File: src/rtl/core/uartrx_pkg.sv
// Package for the UART receive deframer.
// Holds register reset values, register indexes and the shared structs.
// No dependencies.
package uartrx_pkg;

	// register file geometry
	localparam int CFG_IDX_W = 2;
	localparam int CFG_DATA_W = 17;
	localparam logic [CFG_IDX_W-1:0] REG_BIT_TICKS = 2'd0;
	localparam logic [CFG_IDX_W-1:0] REG_HOLDOFF_TICKS = 2'd1;

	// register reset values
	localparam logic [15:0] BIT_TICKS_RST = 16'd104;
	localparam logic [16:0] HOLDOFF_TICKS_RST = 17'd114;

	// default buffer depth
	localparam int BUF_DEPTH_DEF = 64;

	typedef struct packed {
		logic [15:0] bit_ticks;
		logic [16:0] holdoff_ticks;
	} cfg_t;

	typedef struct packed {
		logic [7:0] data_byte;
		logic       framing_error;
		logic       stored;
		logic [5:0] slot;
		logic       overflow;
	} result_t;

endpackage

File: src/rtl/core/uartrx_cfg.sv
// Configuration register file of the UART receive deframer.
// Depends on uartrx_pkg.
module uartrx_cfg (
	input  logic                                 clk,
	input  logic                                 arst_n,
	input  logic                                 wr_en,
	input  logic [uartrx_pkg::CFG_IDX_W-1:0]     wr_index,
	input  logic [uartrx_pkg::CFG_DATA_W-1:0]    wr_data,
	output uartrx_pkg::cfg_t                     cfg
);

	logic [15:0] bit_ticks_q;
	logic [16:0] holdoff_ticks_q;

	// write the addressed register, drop writes to unknown indexes
	always_ff @(posedge clk or negedge arst_n) begin
		if (!arst_n) begin
			bit_ticks_q     <= uartrx_pkg::BIT_TICKS_RST;
			holdoff_ticks_q <= uartrx_pkg::HOLDOFF_TICKS_RST;
		end else if (wr_en) begin
			if (wr_index == uartrx_pkg::REG_BIT_TICKS) begin
				bit_ticks_q <= wr_data[15:0];
			end else if (wr_index == uartrx_pkg::REG_HOLDOFF_TICKS) begin
				holdoff_ticks_q <= wr_data[16:0];
			end
		end
	end

	assign cfg.bit_ticks     = bit_ticks_q;
	assign cfg.holdoff_ticks = holdoff_ticks_q;

endmodule

File: src/rtl/core/uartrx_fsm.sv
// Frame state machine of the UART receive deframer: bit timing, shift
// register, fill count and result formation. Depends on uartrx_pkg.
module uartrx_fsm #(
	parameter int BUF_DEPTH = uartrx_pkg::BUF_DEPTH_DEF
) (
	input  logic                clk,
	input  logic                arst_n,
	input  logic                en,
	input  logic                level,
	input  uartrx_pkg::cfg_t    cfg,
	output logic                res_valid,
	output uartrx_pkg::result_t res
);

	localparam int FILL_W = $clog2(BUF_DEPTH + 1);

	localparam logic [1:0] PH_IDLE = 2'd0;
	localparam logic [1:0] PH_RECV = 2'd1;
	localparam logic [1:0] PH_HOLD = 2'd2;

	logic [1:0]        phase_q, phase_n;
	logic [16:0]       tick_q, tick_n;
	logic [3:0]        idx_q, idx_n;
	logic [7:0]        shift_q, shift_n;
	logic              prev_q;
	logic [FILL_W-1:0] fill_q, fill_n;

	logic [16:0]       tick_inc;
	logic [16:0]       target;
	logic [FILL_W+5:0] fill_ext;

	assign tick_inc = tick_q + 17'd1;
	assign fill_ext = {6'd0, fill_q};

	// first data bit waits one and a half bit periods, later bits one
	always_comb begin
		if (idx_q == 4'd0) begin
			target = {2'b00, cfg.bit_ticks[15:1]} + {1'b0, cfg.bit_ticks};
		end else begin
			target = {1'b0, cfg.bit_ticks};
		end
	end

	// next state and result
	always_comb begin
		phase_n   = phase_q;
		tick_n    = tick_q;
		idx_n     = idx_q;
		shift_n   = shift_q;
		fill_n    = fill_q;
		res_valid = 1'b0;
		res       = '0;
		res.data_byte = shift_q;
		unique case (phase_q)
			PH_RECV: begin
				tick_n = tick_inc;
				if (tick_inc >= target) begin
					tick_n = '0;
					if (!idx_q[3]) begin
						shift_n = shift_q | (8'(level) << idx_q[2:0]);
						idx_n   = idx_q + 4'd1;
					end else begin
						res_valid = 1'b1;
						idx_n     = '0;
						if (level) begin
							if (fill_q < FILL_W'(BUF_DEPTH)) begin
								res.stored = 1'b1;
								res.slot   = fill_ext[5:0];
								fill_n     = fill_q + FILL_W'(1);
							end else begin
								res.overflow = 1'b1;
								fill_n       = '0;
							end
							phase_n = PH_IDLE;
						end else begin
							res.framing_error = 1'b1;
							fill_n  = '0;
							phase_n = (cfg.holdoff_ticks == 17'd0) ? PH_IDLE : PH_HOLD;
						end
					end
				end
			end
			PH_HOLD: begin
				tick_n = tick_inc;
				if (tick_inc >= cfg.holdoff_ticks) begin
					tick_n  = '0;
					phase_n = PH_IDLE;
				end
			end
			default: begin
				phase_n = PH_IDLE;
				if (prev_q && !level) begin
					phase_n = PH_RECV;
					tick_n  = '0;
					idx_n   = '0;
					shift_n = '0;
				end
			end
		endcase
	end

	// advance the state once per word
	always_ff @(posedge clk or negedge arst_n) begin
		if (!arst_n) begin
			phase_q <= PH_IDLE;
			tick_q  <= '0;
			idx_q   <= '0;
			shift_q <= '0;
			prev_q  <= 1'b1;
			fill_q  <= '0;
		end else if (en) begin
			phase_q <= phase_n;
			tick_q  <= tick_n;
			idx_q   <= idx_n;
			shift_q <= shift_n;
			prev_q  <= level;
			fill_q  <= fill_n;
		end
	end

endmodule

File: src/rtl/core/uart_rx_deframer.sv
// UART 8N1 receive deframer: takes one line sample word per cycle and emits
// one result word per received frame (byte, buffer slot and status flags).
// Throughput is one sample word per clock unless results stall; each word is
// held in the input register and the frame state machine loads the result
// register as it advances. A stalled result register holds the input
// register, so samples pause only while a result waits and a new one is due.
// Depends on uartrx_pkg, uartrx_cfg and uartrx_fsm.
module uart_rx_deframer #(
	parameter int BUF_DEPTH = uartrx_pkg::BUF_DEPTH_DEF
) (
	input  logic                              clk,
	input  logic                              arst_n,
	input  logic                              s_tvalid,
	output logic                              s_tready,
	input  logic [7:0]                        s_tdata,   // [0] rx_level, [7:1] zero
	output logic                              m_tvalid,
	input  logic                              m_tready,
	output logic [15:0]                       m_tdata,   // [7:0] data_byte, [13:8] slot
	output logic [2:0]                        m_tuser,   // [0] framing_error, [1] stored,
	                                                     // [2] overflow
	input  logic                              cfg_valid,
	output logic                              cfg_ready,
	input  logic [uartrx_pkg::CFG_IDX_W-1:0]  cfg_index,
	input  logic [uartrx_pkg::CFG_DATA_W-1:0] cfg_data
);

	uartrx_pkg::cfg_t    cfg;
	uartrx_pkg::result_t res;
	uartrx_pkg::result_t res_q;
	logic                res_valid;
	logic                valid_s1;
	logic                level_s1;
	logic                advance;
	logic                m_valid_q;

	assign cfg_ready = 1'b1;

	uartrx_cfg u_cfg (
		.clk      (clk),
		.arst_n   (arst_n),
		.wr_en    (cfg_valid),
		.wr_index (cfg_index),
		.wr_data  (cfg_data),
		.cfg      (cfg)
	);

	// process the held word unless its result would overwrite a waiting one
	assign advance  = valid_s1 && (!res_valid || !m_valid_q || m_tready);
	assign s_tready = !valid_s1 || advance;

	// input register
	always_ff @(posedge clk or negedge arst_n) begin
		if (!arst_n) begin
			valid_s1 <= 1'b0;
		end else if (s_tready) begin
			valid_s1 <= s_tvalid;
		end
	end

	always_ff @(posedge clk) begin
		if (s_tvalid && s_tready) begin
			level_s1 <= s_tdata[0];
		end
	end

	uartrx_fsm #(
		.BUF_DEPTH (BUF_DEPTH)
	) u_fsm (
		.clk       (clk),
		.arst_n    (arst_n),
		.en        (advance),
		.level     (level_s1),
		.cfg       (cfg),
		.res_valid (res_valid),
		.res       (res)
	);

	// result register: load a new result, drop the old one once taken
	always_ff @(posedge clk or negedge arst_n) begin
		if (!arst_n) begin
			m_valid_q <= 1'b0;
		end else if (advance && res_valid) begin
			m_valid_q <= 1'b1;
		end else if (m_tready) begin
			m_valid_q <= 1'b0;
		end
	end

	always_ff @(posedge clk) begin
		if (advance && res_valid) begin
			res_q <= res;
		end
	end

	assign m_tvalid = m_valid_q;
	assign m_tdata  = {2'b00, res_q.slot, res_q.data_byte};
	assign m_tuser  = {res_q.overflow, res_q.stored, res_q.framing_error};

`ifndef ASSERT_OFF
	// every result carries exactly one status flag
	assert property (@(posedge clk) disable iff (!arst_n)
		m_tvalid |-> $onehot(m_tuser))
		else $error("result without exactly one status flag");

	// slot is zero unless the byte was stored
	assert property (@(posedge clk) disable iff (!arst_n)
		(m_tvalid && !m_tuser[1]) |-> (m_tdata[13:8] == 6'd0))
		else $error("nonzero slot on unstored byte");

	// a held sample word stays held until processed
	assert property (@(posedge clk) disable iff (!arst_n)
		(valid_s1 && !advance) |=> valid_s1)
		else $error("input word lost while stalled");
`endif

endmodule

File: config.mk
export PLATFORM = sky130hd
export DESIGN_NAME = uart_rx_deframer
export DESIGN_NICKNAME = d
export VERILOG_FILES = /design/src/rtl/core/uartrx_pkg.sv /design/src/rtl/core/uartrx_cfg.sv /design/src/rtl/core/uartrx_fsm.sv /design/src/rtl/core/uart_rx_deframer.sv
export SDC_FILE = /design/constraint.sdc
export NUM_CORES = 1
export LEC_CHECK = 0
export ABC_AREA = 1
export BUFFER_PORTS_ARGS = -buffer_cell sky130_fd_sc_hd__clkbuf_2
export CAP_MARGIN = 20
export CORE_MARGIN = 4
export CORE_UTILIZATION = 45
export DETAILED_ROUTE_END_ITERATION = 16
export HOLD_SLACK_MARGIN = 0.05
export PLACE_DENSITY = 0.75
export SETUP_SLACK_MARGIN = 0.1
export SYNTH_ARGS = -nofsm -noshare
export SYNTH_HDL_FRONTEND = slang
export SYNTH_SLANG_ARGS = --single-unit
File: constraint.sdc
create_clock -name clk -period 3.47 [get_ports clk]
set_input_delay 0.5205 -clock clk [delete_from_list [all_inputs] [get_ports clk]]
set_output_delay 0.5205 -clock clk [all_outputs]
set_load 0.01 [all_outputs]
==> results of run 1 <==
==> cell usage after synthesis, drive strengths merged (12+ instances only) <==
cell	number	area share
nand2	216	0.13
nor4	14	0.014
clkbuf	13	0.0084
buf	12	0.013
xor2	19	0.026
nand4	27	0.027
dfrtp	66	0.26
ha	57	0.11
edfxtp	18	0.085
nor2	72	0.044
a21oi	24	0.019
o21ai	81	0.064
nand3	50	0.044
inv	111	0.065
==> critical path, cell delays in order (launching register included) <==
cell and delay [ns]:
dfstp_2 0.60, ha_4 0.23, a21oi_2 0.14, nand2_2 0.11, a21boi_4 0.21, o21ai_2 0.08, buf_4 0.13, xor2_1 0.12
mux2i_1 0.11, ha_1 0.30, nand2_2 0.07, nor2_4 0.14, nand3_2 0.10, nor2_2 0.10, nor2_2 0.06, nand3_2 0.08
nand2_2 0.06, inv_2 0.09, nand3_4 0.08, buf_6 0.17
==> power groups by stage <==
| stage | Sequential (uW) | Clock, uW | Combinational, uW |
|---|---|---|---|
| 2_1_floorplan | 1290 | 0 | 968 |
| 3_3_place_gp | 1300 | 0 | 1410 |
| 3_5_place_dp | 1300 | 0 | 1450 |
| 4_1_cts | 1290 | 1030 | 1590 |
| 5_1_grt | 1310 | 1070 | 1940 |
| 6_report | 1300 | 1020 | 1740 |
==> worst max-delay path by stage <==
stage                            to  slack, ns  cells after the start
floorplan                m_tdata[0]       0.11                     19
global placement           s_tready      -0.15                     18
detailed placement  u_fsm.tick_q[5]      -0.17                     20
CTS                        s_tready      -0.35                     20
global route               s_tready      -0.56                     20
finish                     s_tready      -0.40                     19
==> metrics by stage <==
step	setup slack, ns	total power [uW]	cell area (sq um)	hold WS [ns]
after floorplan	0.111	2260	6480	0.225
after detailed placement	-0.173	2750	7300	0.458
after global routing	-0.564	4330	8110	0.313
final	-0.403	4050	8110	0.260
after CTS	-0.347	3910	7890	0.320
after global placement	-0.145	2710	7300	0.458
==> metal layers <==
layer  track usage  wire length, microns  vias up
met5             0                     0        -
met4        0.0763                   358        0
met3        0.0451                   686       29
met2         0.348                  8080      136
met1         0.260                  7080     2798
li1              -                     -     2977
==> repair_timing <==
action                                  in CTS  in global routing
resized for setup                           48                 49
pin swaps                                   29                 37
gates cloned                                 2                  0
buffers inserted                             8                  6
endpoints found under the setup margin      65                 66
==> layout make-up <==
cell class,instances,area share
Clock inverter,7,0.00864
Clock buffer,9,0.0278
Timing Repair Buffer,123,0.115
Tap cell,180,0.0278
Sequential cell,92,0.297
Inverter,114,0.0538
Multi-Input combinational cell,608,0.470
==> registers in the layout, summed over array words and instances (netlist names), 2 cells and up <==
name	count
u_fsm.fill_q	7
u_fsm.idx_q	4
m_tuser	3
u_fsm.shift_q	8
u_fsm.phase_q	2
m_tdata	14
u_fsm.tick_q	17
u_cfg.holdoff_ticks_q	17
u_cfg.bit_ticks_q	16
==> cells by family (layout without fill, tap and decap cells) <==
| family | count (synthesis) | after routing | synth area share |
|---|---|---|---|
| flops | 92 | 92 | 0.377 |
| other cells | 2 | 3 | 0.00118 |
| simple gates | 398 | 398 | 0.277 |
| mux | 5 | 5 | 0.00786 |
| compound gates | 122 | 122 | 0.102 |
| fa+ha+maj | 58 | 58 | 0.115 |
| xor+xnor | 22 | 22 | 0.0303 |
| buf+inv | 139 | 253 | 0.0890 |
==> layout by cell type (no fill, tap or decap), drive strengths merged <==
cell type / count
o21bai: 5
clkbuf: 50
fa: 1
xnor2: 3
edfxtp: 18
buf: 81
nor2: 72
or2: 1
and2: 1
dfrtp: 66
clkinvlp: 2
a21oi: 24
nand4: 27
nor3: 11
nand3: 50
o21ai: 81
nand3b: 5
clkinv: 3
a31oi: 2
conb: 3
bufbuf: 1
a21boi: 1
mux2i: 5
xor2: 19
dfstp: 8
o21a: 4
o22ai: 1
and3: 1
nor4: 14
nand2: 216
a41oi: 1
a21o: 2
ha: 57
a31o: 1
inv: 116
==> flow_summary_export.csv, run 1 <==
group,metric,value,unit
global_routing,overflow,0,
sta,fin_crit_sh,1.12,
final_layout,final-seq-area,2410,sq um
final_layout,nFillCells,1204,
floorplanning,ios,54,
placed_design,placed_cells,1101,
clock_tree,cts_buffers,9,
floorplanning,num_rows,43,
drt,ant_nets,0,
global_routing,grt_first_pass_wirelength,27000,microns
placed_design,place.port_buffers,43,
status,violations,"setup timing",
sta,tns,-10.59,ns
drt,viasPerCell,5.24,
global_routing,grt_max_degree,75,
final_layout,antenna_cells,0,
drt,wl_per_cell,14.3,microns
critical_path,r2r_end,"m_tdata[11]",
hold_path,hold_path.class,"in -> async",
final_layout,area_growth,27.4,%
sta,slew_headroom,0.353,
sta,finalClockSkew,0.0120,ns
global_routing,track_usage,0.206,
pwr,p_per_area,499,nW/um^2
pwr,seqPwrFrac,0.320,
critical_path,cp-startpoint,"u_cfg.bit_ticks_q[3]",
sta,rsz0062_at_grt,"yes",
floorplanning,fp.dieW,127,microns
synthesis,ys_ff_latch,92,
critical_path,cp-start-kind,"flop",
sta,final_hold_viol_count,0,
drt,wirelength,16200,microns
synthesis,ys_seq_area_frac,0.377,
final_layout,multi_input_area,3810,sq um
pwr,p_int,2440,uW
critical_path,cp.arrival,3.35,ns
placed_design,place_congestion,0.866,
synthesis,ys_types,45,
synthesis,ys_warn_count,0,
sta,fin_crit,3.87,ns
floorplanning,dieArea,16100,sq um
pwr,swShare,0.398,
global_routing,antenna_found_initial,0,
global_routing,grt_pass1_vias,5828,
final_layout,nNetsFinal,1038,
final_layout,layout.cells.non_filler,1133,
critical_path,path_class,"reg -> out",
pwr,leakage,0.00401,uW
clock_tree,clock_latency,0.37,ns
drt,drt_pass1_iterations,5,
clock_tree,cts_tree,"yes",
critical_path,r2r_slack,-0.29,ns
placed_design,dp.final_hpwl,11200,microns
critical_path,required,2.95,ns
floorplanning,start_util,0.459,
drt,drt_iter0_markers,425,
sta,max_freq,0.258,GHz
final_layout,post-route-util,0.584,
drt,drc,0,
critical_path,worstRegToRegCells,26,
synthesis,syn_avg_cell_area,7.60,sq um
floorplanning,die_y,127,microns
pwr,peakVddDrop,0.417,mV
synthesis,synth_edf_count,18,
clock_tree,clk_pin_slew,0.08,ns
synthesis,synthArstFlopShare,0.804,
pwr,power_switching,1610,uW
pwr,p_comb_frac,0.429,
clock_tree,ctsLongestPathBuffers,2,
sta,setup_viol,58,
clock_tree,cts_root_buf,"clkbuf_16",
critical_path,worstReg2RegStart,"u_cfg.bit_ticks_q[5]",
drt,vias,5940,
sta,finalMaxSlewViolations,0,
status,outcome,"finished, violations left",
sta,worst_slack,-0.403,ns
job,cap_violations,0,
clock_tree,hold_buffers,0,
final_layout,drive_above_1_share,0.247,
synthesis,synth_cells,838,
synthesis,synthFlopType,"dfrtp_1",
critical_path,worstPathMaxFanout,3,
clock_tree,cts_sinks,92,
sta,worstMarginPinSlew,0.970,ns
clock_tree,h-tree-depth,3,
floorplanning,core-area,13900,sq um
pwr,clkPwrFrac,0.251,
critical_path,cp-end-kind,"output port",
synthesis,synth_area,6370,sq um
No activity file was read; power rests on OpenSTA's default activity.
==> run 2, diff against run 1 <==
Settings changed: CORE_UTILIZATION 45 to 41, PLACE_DENSITY 0.75 to 0.71, REMOVE_ABC_BUFFERS set to 1.
==> flow_summary_export.csv, run 2 (synthesis gave the netlist of run 1 again) <==
group,metric,value,unit
critical_path,worstPathMaxFanout,4,
critical_path,path_class,"reg -> out",
global_routing,grt_pass1_vias,5705,
sta,setup_viol,58,
placed_design,dp.final_hpwl,11300,microns
final_layout,area_growth,31.1,%
status,outcome,"finished, violations left",
sta,max_freq,0.259,GHz
floorplanning,core-area,15200,sq um
placed_design,place.port_buffers,43,
sta,worst_slack,-0.397,ns
final_layout,drive_above_1_share,0.268,
critical_path,critical_path.max_stage_delay,0.62,ns
floorplanning,num_rows,45,
clock_tree,clk_pin_slew,0.07,ns
critical_path,worstReg2RegStart,"u_cfg.bit_ticks_q[6]",
final_layout,nNetsFinal,1053,
pwr,leakage,0.00411,uW
sta,finalMaxSlewViolations,0,
sta,finalClockSkew,0.0107,ns
final_layout,final_common_cell,"nand2_1",
critical_path,cp-startpoint,"u_cfg.bit_ticks_q[6]",
sta,final_hold_viol_count,0,
drt,drt_iter0_markers,405,
placed_design,post-place-ws,-0.285,ns
clock_tree,cts_buffers,9,
critical_path,required,2.95,ns
critical_path,crit_buf_inv,3,
clock_tree,cts_tree,"yes",
clock_tree,clock_latency,0.37,ns
job,cap_violations,0,
global_routing,overflow,0,
pwr,p_per_area,495,nW/um^2
floorplanning,dieArea,17600,sq um
sta,fin_crit_sh,1.11,
floorplanning,fp.dieW,133,microns
sta,hold_slack,0.271,ns
sta,rsz0062_at_grt,"yes",
pwr,peakVddDrop,0.274,mV
critical_path,crit_path_cell_trace,"ha_4 -> a21oi_2 -> buf_4 -> o21ai_0 -> a21oi_1 -> nand3_1 -> nand3_2 -> o21ai_2 -> ha_1 -> nand2_2 -> nor2_4 -> nand3_2 -> nor2_2 -> nor2_2 -> nand3_4 -> nand2_4 -> inv_4 -> nand3_4 -> buf_6",
final_layout,nFillCells,1324,
critical_path,cp.arrival,3.35,ns
drt,wl_per_cell,14.5,microns
sta,slew_headroom,0.344,
hold_path,hold_path.class,"in -> async",
global_routing,antenna_found_initial,0,
final_layout,antenna_cells,0,
sta,worstMarginPinSlew,0.984,ns
clock_tree,ctsLongestPathBuffers,2,
global_routing,track_usage,0.187,
critical_path,cp_slowest_cell,"dfstp_2",
placed_design,place_congestion,0.911,
drt,drc,0,
floorplanning,ios,54,
critical_path,cp_top_family,"simple AND/OR/NAND/NOR gates",
floorplanning,start_util,0.419,
critical_path,cp-start-kind,"flop",
drt,viasPerCell,5.18,
clock_tree,cts_sinks,92,
final_layout,final_cell_mix,"nand2_1, inv_1, buf_4",
global_routing,grt_first_pass_wirelength,26900,microns
sta,fin_crit,3.87,ns
floorplanning,die_y,133,microns
clock_tree,cts_root_buf,"clkbuf_16",
critical_path,worstRegToRegCells,24,
drt,ant_nets,0,
drt,drt_pass1_iterations,5,
critical_path,cp-end-kind,"output port",
status,violations,"setup timing",
critical_path,r2r_end,"m_tdata[8]",
drt,wirelength,16700,microns
final_layout,largestRegisters,"u_cfg.holdoff_ticks_q x17, u_fsm.tick_q x17, u_cfg.bit_ticks_q x16",
drt,vias,5991,
global_routing,grt_max_degree,75,
clock_tree,h-tree-depth,3,
critical_path,r2r_slack,-0.35,ns
## run 2: cell types whose count changed in the layout (fill, tap and decap cells not counted), moves of 3 or more
cell | before | now
o21ai_0 | 54 | 50
nand2_4 | 1 | 6
buf_4 | 68 | 72
nor2_1 | 60 | 54
nor2_2 | 8 | 15
buf_6 | 8 | 17
nand2_2 | 14 | 11
inv_4 | 0 | 4
o21ai_2 | 6 | 11
## run 2: area by class of cell
cell class	count	area, sq um	share of cell area
flip-flops and latches	92	2410	0.288
multi-input cells	608	3860	0.463
clock inverters	7	80.1	0.00959
well taps	188	235	0.0282
inverters	114	438	0.0525
repair buffers	138	1100	0.132
clock buffers	9	225	0.0270
## run 2: metal layers
metal  vias up  part of all wire  track usage
met4         0             0.020       0.0600
li1       3017                 -            -
met5         -                 0            0
met2       144              0.50        0.323
met1      2800              0.43        0.238
met3        30             0.044       0.0327
## run 2: how the worst max path moves through the flow
stage | end | slack [ns] | cells past startpoint
CTS | s_tready | -0.40 | 20
global placement | s_tready | -0.22 | 23
global route | s_tready | -0.55 | 24
finish | s_tready | -0.40 | 19
detailed placement | s_tready | -0.28 | 23
floorplan | m_tdata[0] | -0.47 | 21
## run 2: worst reg2reg max path, cell delays in order (launching register included)
cell and delay, ns:
dfstp_2 0.62, ha_4 0.25, a21oi_4 0.18, o21bai_1 0.11, nand2_1 0.11, nand3_2 0.10
nand2_1 0.08, inv_1 0.04, o21ai_1 0.10, o21ai_1 0.09, ha_1 0.34, buf_6 0.13
a21oi_2 0.12, nand2_2 0.08, a21oi_4 0.19, nand3_4 0.11, buf_4 0.16, buf_6 0.12
nand3_4 0.07, nand2_4 0.07, inv_4 0.11, nand2_4 0.06, inv_4 0.07, buf_6 0.11
clkbuf_16 0.13
## run 2: through the flow
step                      total power [uW]  setup TNS [ns]   util  cell area (sq um)  cells
after global routing                  4400          -22.83  0.549               8350   1156
after floorplan                       2180           -8.02      -               6230    814
after CTS                             3930           -5.97  0.526               7990   1147
final                                 4130          -12.71  0.549               8350   1156
after detailed placement              2730           -6.43  0.477               7250   1117
after global placement                2700           -4.08  0.477               7250   1117
## run 2: repair_timing
| action | 4_1_cts | 5_1_grt |
|---|---|---|
| resized for setup | 79 | 77 |
| setup endpoints to repair | 67 | 69 |
| cloned | 2 | 1 |
| pin swaps | 22 | 38 |
| buffers inserted | 13 | 11 |
| hold buffers | 0 | 0 |
## run 2: power breakdown
group | internal, uW | switching [uW]
combinational | 779 | 1030
sequential | 1200 | 96.4
clock | 514 | 509
total | 2490 | 1640
==> run 3, diff against run 2 <==
Settings changed: PLACE_DENSITY 0.71 to unset, SLEW_MARGIN set to 30.
==> flow_summary_export.csv, run 3 (synthesis gave the netlist of run 1 again) <==
group,metric,value,unit
final_layout,area_growth,29.6,%
critical_path,path_class,"reg -> reg",
final_layout,antenna_cells,0,
sta,finalClockSkew,0.0113,ns
final_layout,nNetsFinal,1048,
floorplanning,dieArea,17600,sq um
pwr,p_per_area,488,nW/um^2
clock_tree,clock_latency,0.35,ns
clock_tree,clk_pin_slew,0.07,ns
critical_path,path_common_cell,"buf_4",
placed_design,dpl_cell_area,7240,sq um
sta,setup_viol,57,
status,outcome,"finished, violations left",
final_layout,final_common_cell,"nand2_1",
global_routing,overflow,0,
sta,worst_slack,-0.378,ns
clock_tree,cts_root_buf,"clkbuf_16",
clock_tree,cts_sinks,92,
final_layout,nFillCells,1400,
sta,final_hold_viol_count,0,
drt,vias,5757,
global_routing,antenna_found_initial,0,
sta,slew_headroom,0.410,
status,violations,"setup timing",
hold_path,hold_path.class,"in -> async",
final_layout,largestRegisters,"u_cfg.holdoff_ticks_q x17, u_fsm.tick_q x17, u_cfg.bit_ticks_q x16",
critical_path,cp-startpoint,"u_cfg.bit_ticks_q[6]",
floorplanning,ios,54,
placed_design,place.port_buffers,43,
clock_tree,ctsLongestPathBuffers,2,
sta,finalMaxSlewViolations,0,
floorplanning,core-area,15200,sq um
job,cap_violations,0,
critical_path,worstReg2RegStart,"u_cfg.bit_ticks_q[6]",
global_routing,met2_usage,0.307,
global_routing,grt_max_degree,75,
global_routing,grt_pass1_vias,5680,
drt,ant_nets,0,
critical_path,cp-end-kind,"flop",
critical_path,worstPathMaxFanout,17,
global_routing,met3_usage,0.0217,
clock_tree,cts_tree,"yes",
drt,wl_per_cell,13.9,microns
clock_tree,h-tree-depth,3,
pwr,total_power,4030,uW
drt,wirelength,16000,microns
sta,rsz0062_at_grt,"yes",
global_routing,top_usage_layer,"met2",
final_layout,final_cell_mix,"nand2_1, inv_1, buf_4",
pwr,peakVddDrop,0.257,mV
floorplanning,start_util,0.419,
drt,drt_pass1_iterations,4,
sta,fin_crit_sh,1.11,
critical_path,cp.arrival,4.07,ns
critical_path,required,3.69,ns
final_layout,design_area,8250,sq um
global_routing,met1_usage,0.260,
global_routing,track_usage,0.189,
drt,viasPerCell,5.00,
critical_path,cp_slowest_cell,"dfstp_2",
floorplanning,num_rows,45,
critical_path,crit_buf_inv,10,
drt,drt_iter0_markers,380,
sta,fin_crit,3.85,ns
sta,max_freq,0.260,GHz
sta,worstMarginPinSlew,0.885,ns
critical_path,cp_top_family,"buffers and inverters",
placed_design,place_congestion,0.849,
placed_design,dp.final_hpwl,11300,microns
clock_tree,cts_buffers,9,
floorplanning,die_y,133,microns
final_layout,drive_above_1_share,0.243,
floorplanning,fp.dieW,133,microns
critical_path,cp-start-kind,"flop",
drt,drc,0,
global_routing,grt_first_pass_wirelength,27300,microns
critical_path,critical_path.max_stage_delay,0.61,ns
pwr,leakage,0.00408,uW
run 3: worst register-to-register path: stages, from the launching register on:
cell,delay [ns]
dfstp_2,0.61
ha_4,0.24
a21oi_4,0.21
buf_6,0.12
o21bai_2,0.07
nand2_1,0.09
nand3_2,0.10
nand2_1,0.08
inv_1,0.04
o21ai_1,0.10
o21ai_1,0.08
ha_1,0.30
nand2_1,0.07
inv_1,0.08
nand2_1,0.06
nand2_1,0.11
a21oi_4,0.08
buf_4,0.13
buf_4,0.12
buf_4,0.12
buf_4,0.12
buf_4,0.12
buf_4,0.11
nand4_1,0.12
o21a_1,0.19
buf_12,0.15
o21ai_0,0.10
run 3: final timing paths:
path / end / slack [ns] / cells past startpoint
setup reg to reg: u_fsm.tick_q[5] / -0.38 / 26
max in group asynchronous: u_fsm.phase_q[0] / 2.77 / 1
setup / recovery: u_fsm.tick_q[5] / -0.38 / 26
hold / removal: u_cfg.bit_ticks_q[4] / 0.17 / 1
hold reg to reg: m_tdata[6] / 0.48 / 0
min in group clk: level_s1 / 0.34 / 1
run 3: metal layers:
metal / up-vias / part of all wire
met3: 20 / 0.030
met1: 2658 / 0.48
met4: 0 / 0.023
met5: - / 0
met2: 73 / 0.47
li1: 3006 / -
run 3: timing repair:
item	4_1_cts	5_1_grt
pin swaps	27	21
hold buffers	0	0
gates cloned	5	0
gates resized for setup	69	46
buffers inserted	15	0
setup endpoints to repair	69	68
run 3: metrics by stage:
stage               worst slack (ns)  hold WS [ns]  setup TNS (ns)  cells  utilization
finish                        -0.378         0.171          -17.83   1151        0.543
global route                  -0.574         0.264          -28.64   1151        0.543
CTS                           -0.335         0.231          -14.32   1151        0.530
detailed placement            -0.355         0.459          -14.33   1115        0.476
global placement              -0.269         0.462           -8.20   1115        0.476
floorplan                     -0.470         0.225           -8.02    814            -
run 3: power by group:
part	total, uW	internal, uW	switching [uW]	leakage, uW
clock	1020	584	436	0.000149
combinational	1710	737	975	0.00282
sequential	1290	1200	96.3	0.00112
total	4030	2520	1510	0.00408
run 3: cell type report:
cell class / instances / area [sq um] / area share
Clock inverter: 6 / 70.1 / 0.00849
Timing Repair Buffer: 133 / 1070 / 0.130
Inverter: 114 / 435 / 0.0528
Multi-Input combinational cell: 608 / 3790 / 0.460
Clock buffer: 10 / 239 / 0.0290
Sequential cell: 92 / 2400 / 0.291
Tap cell: 188 / 235 / 0.0285
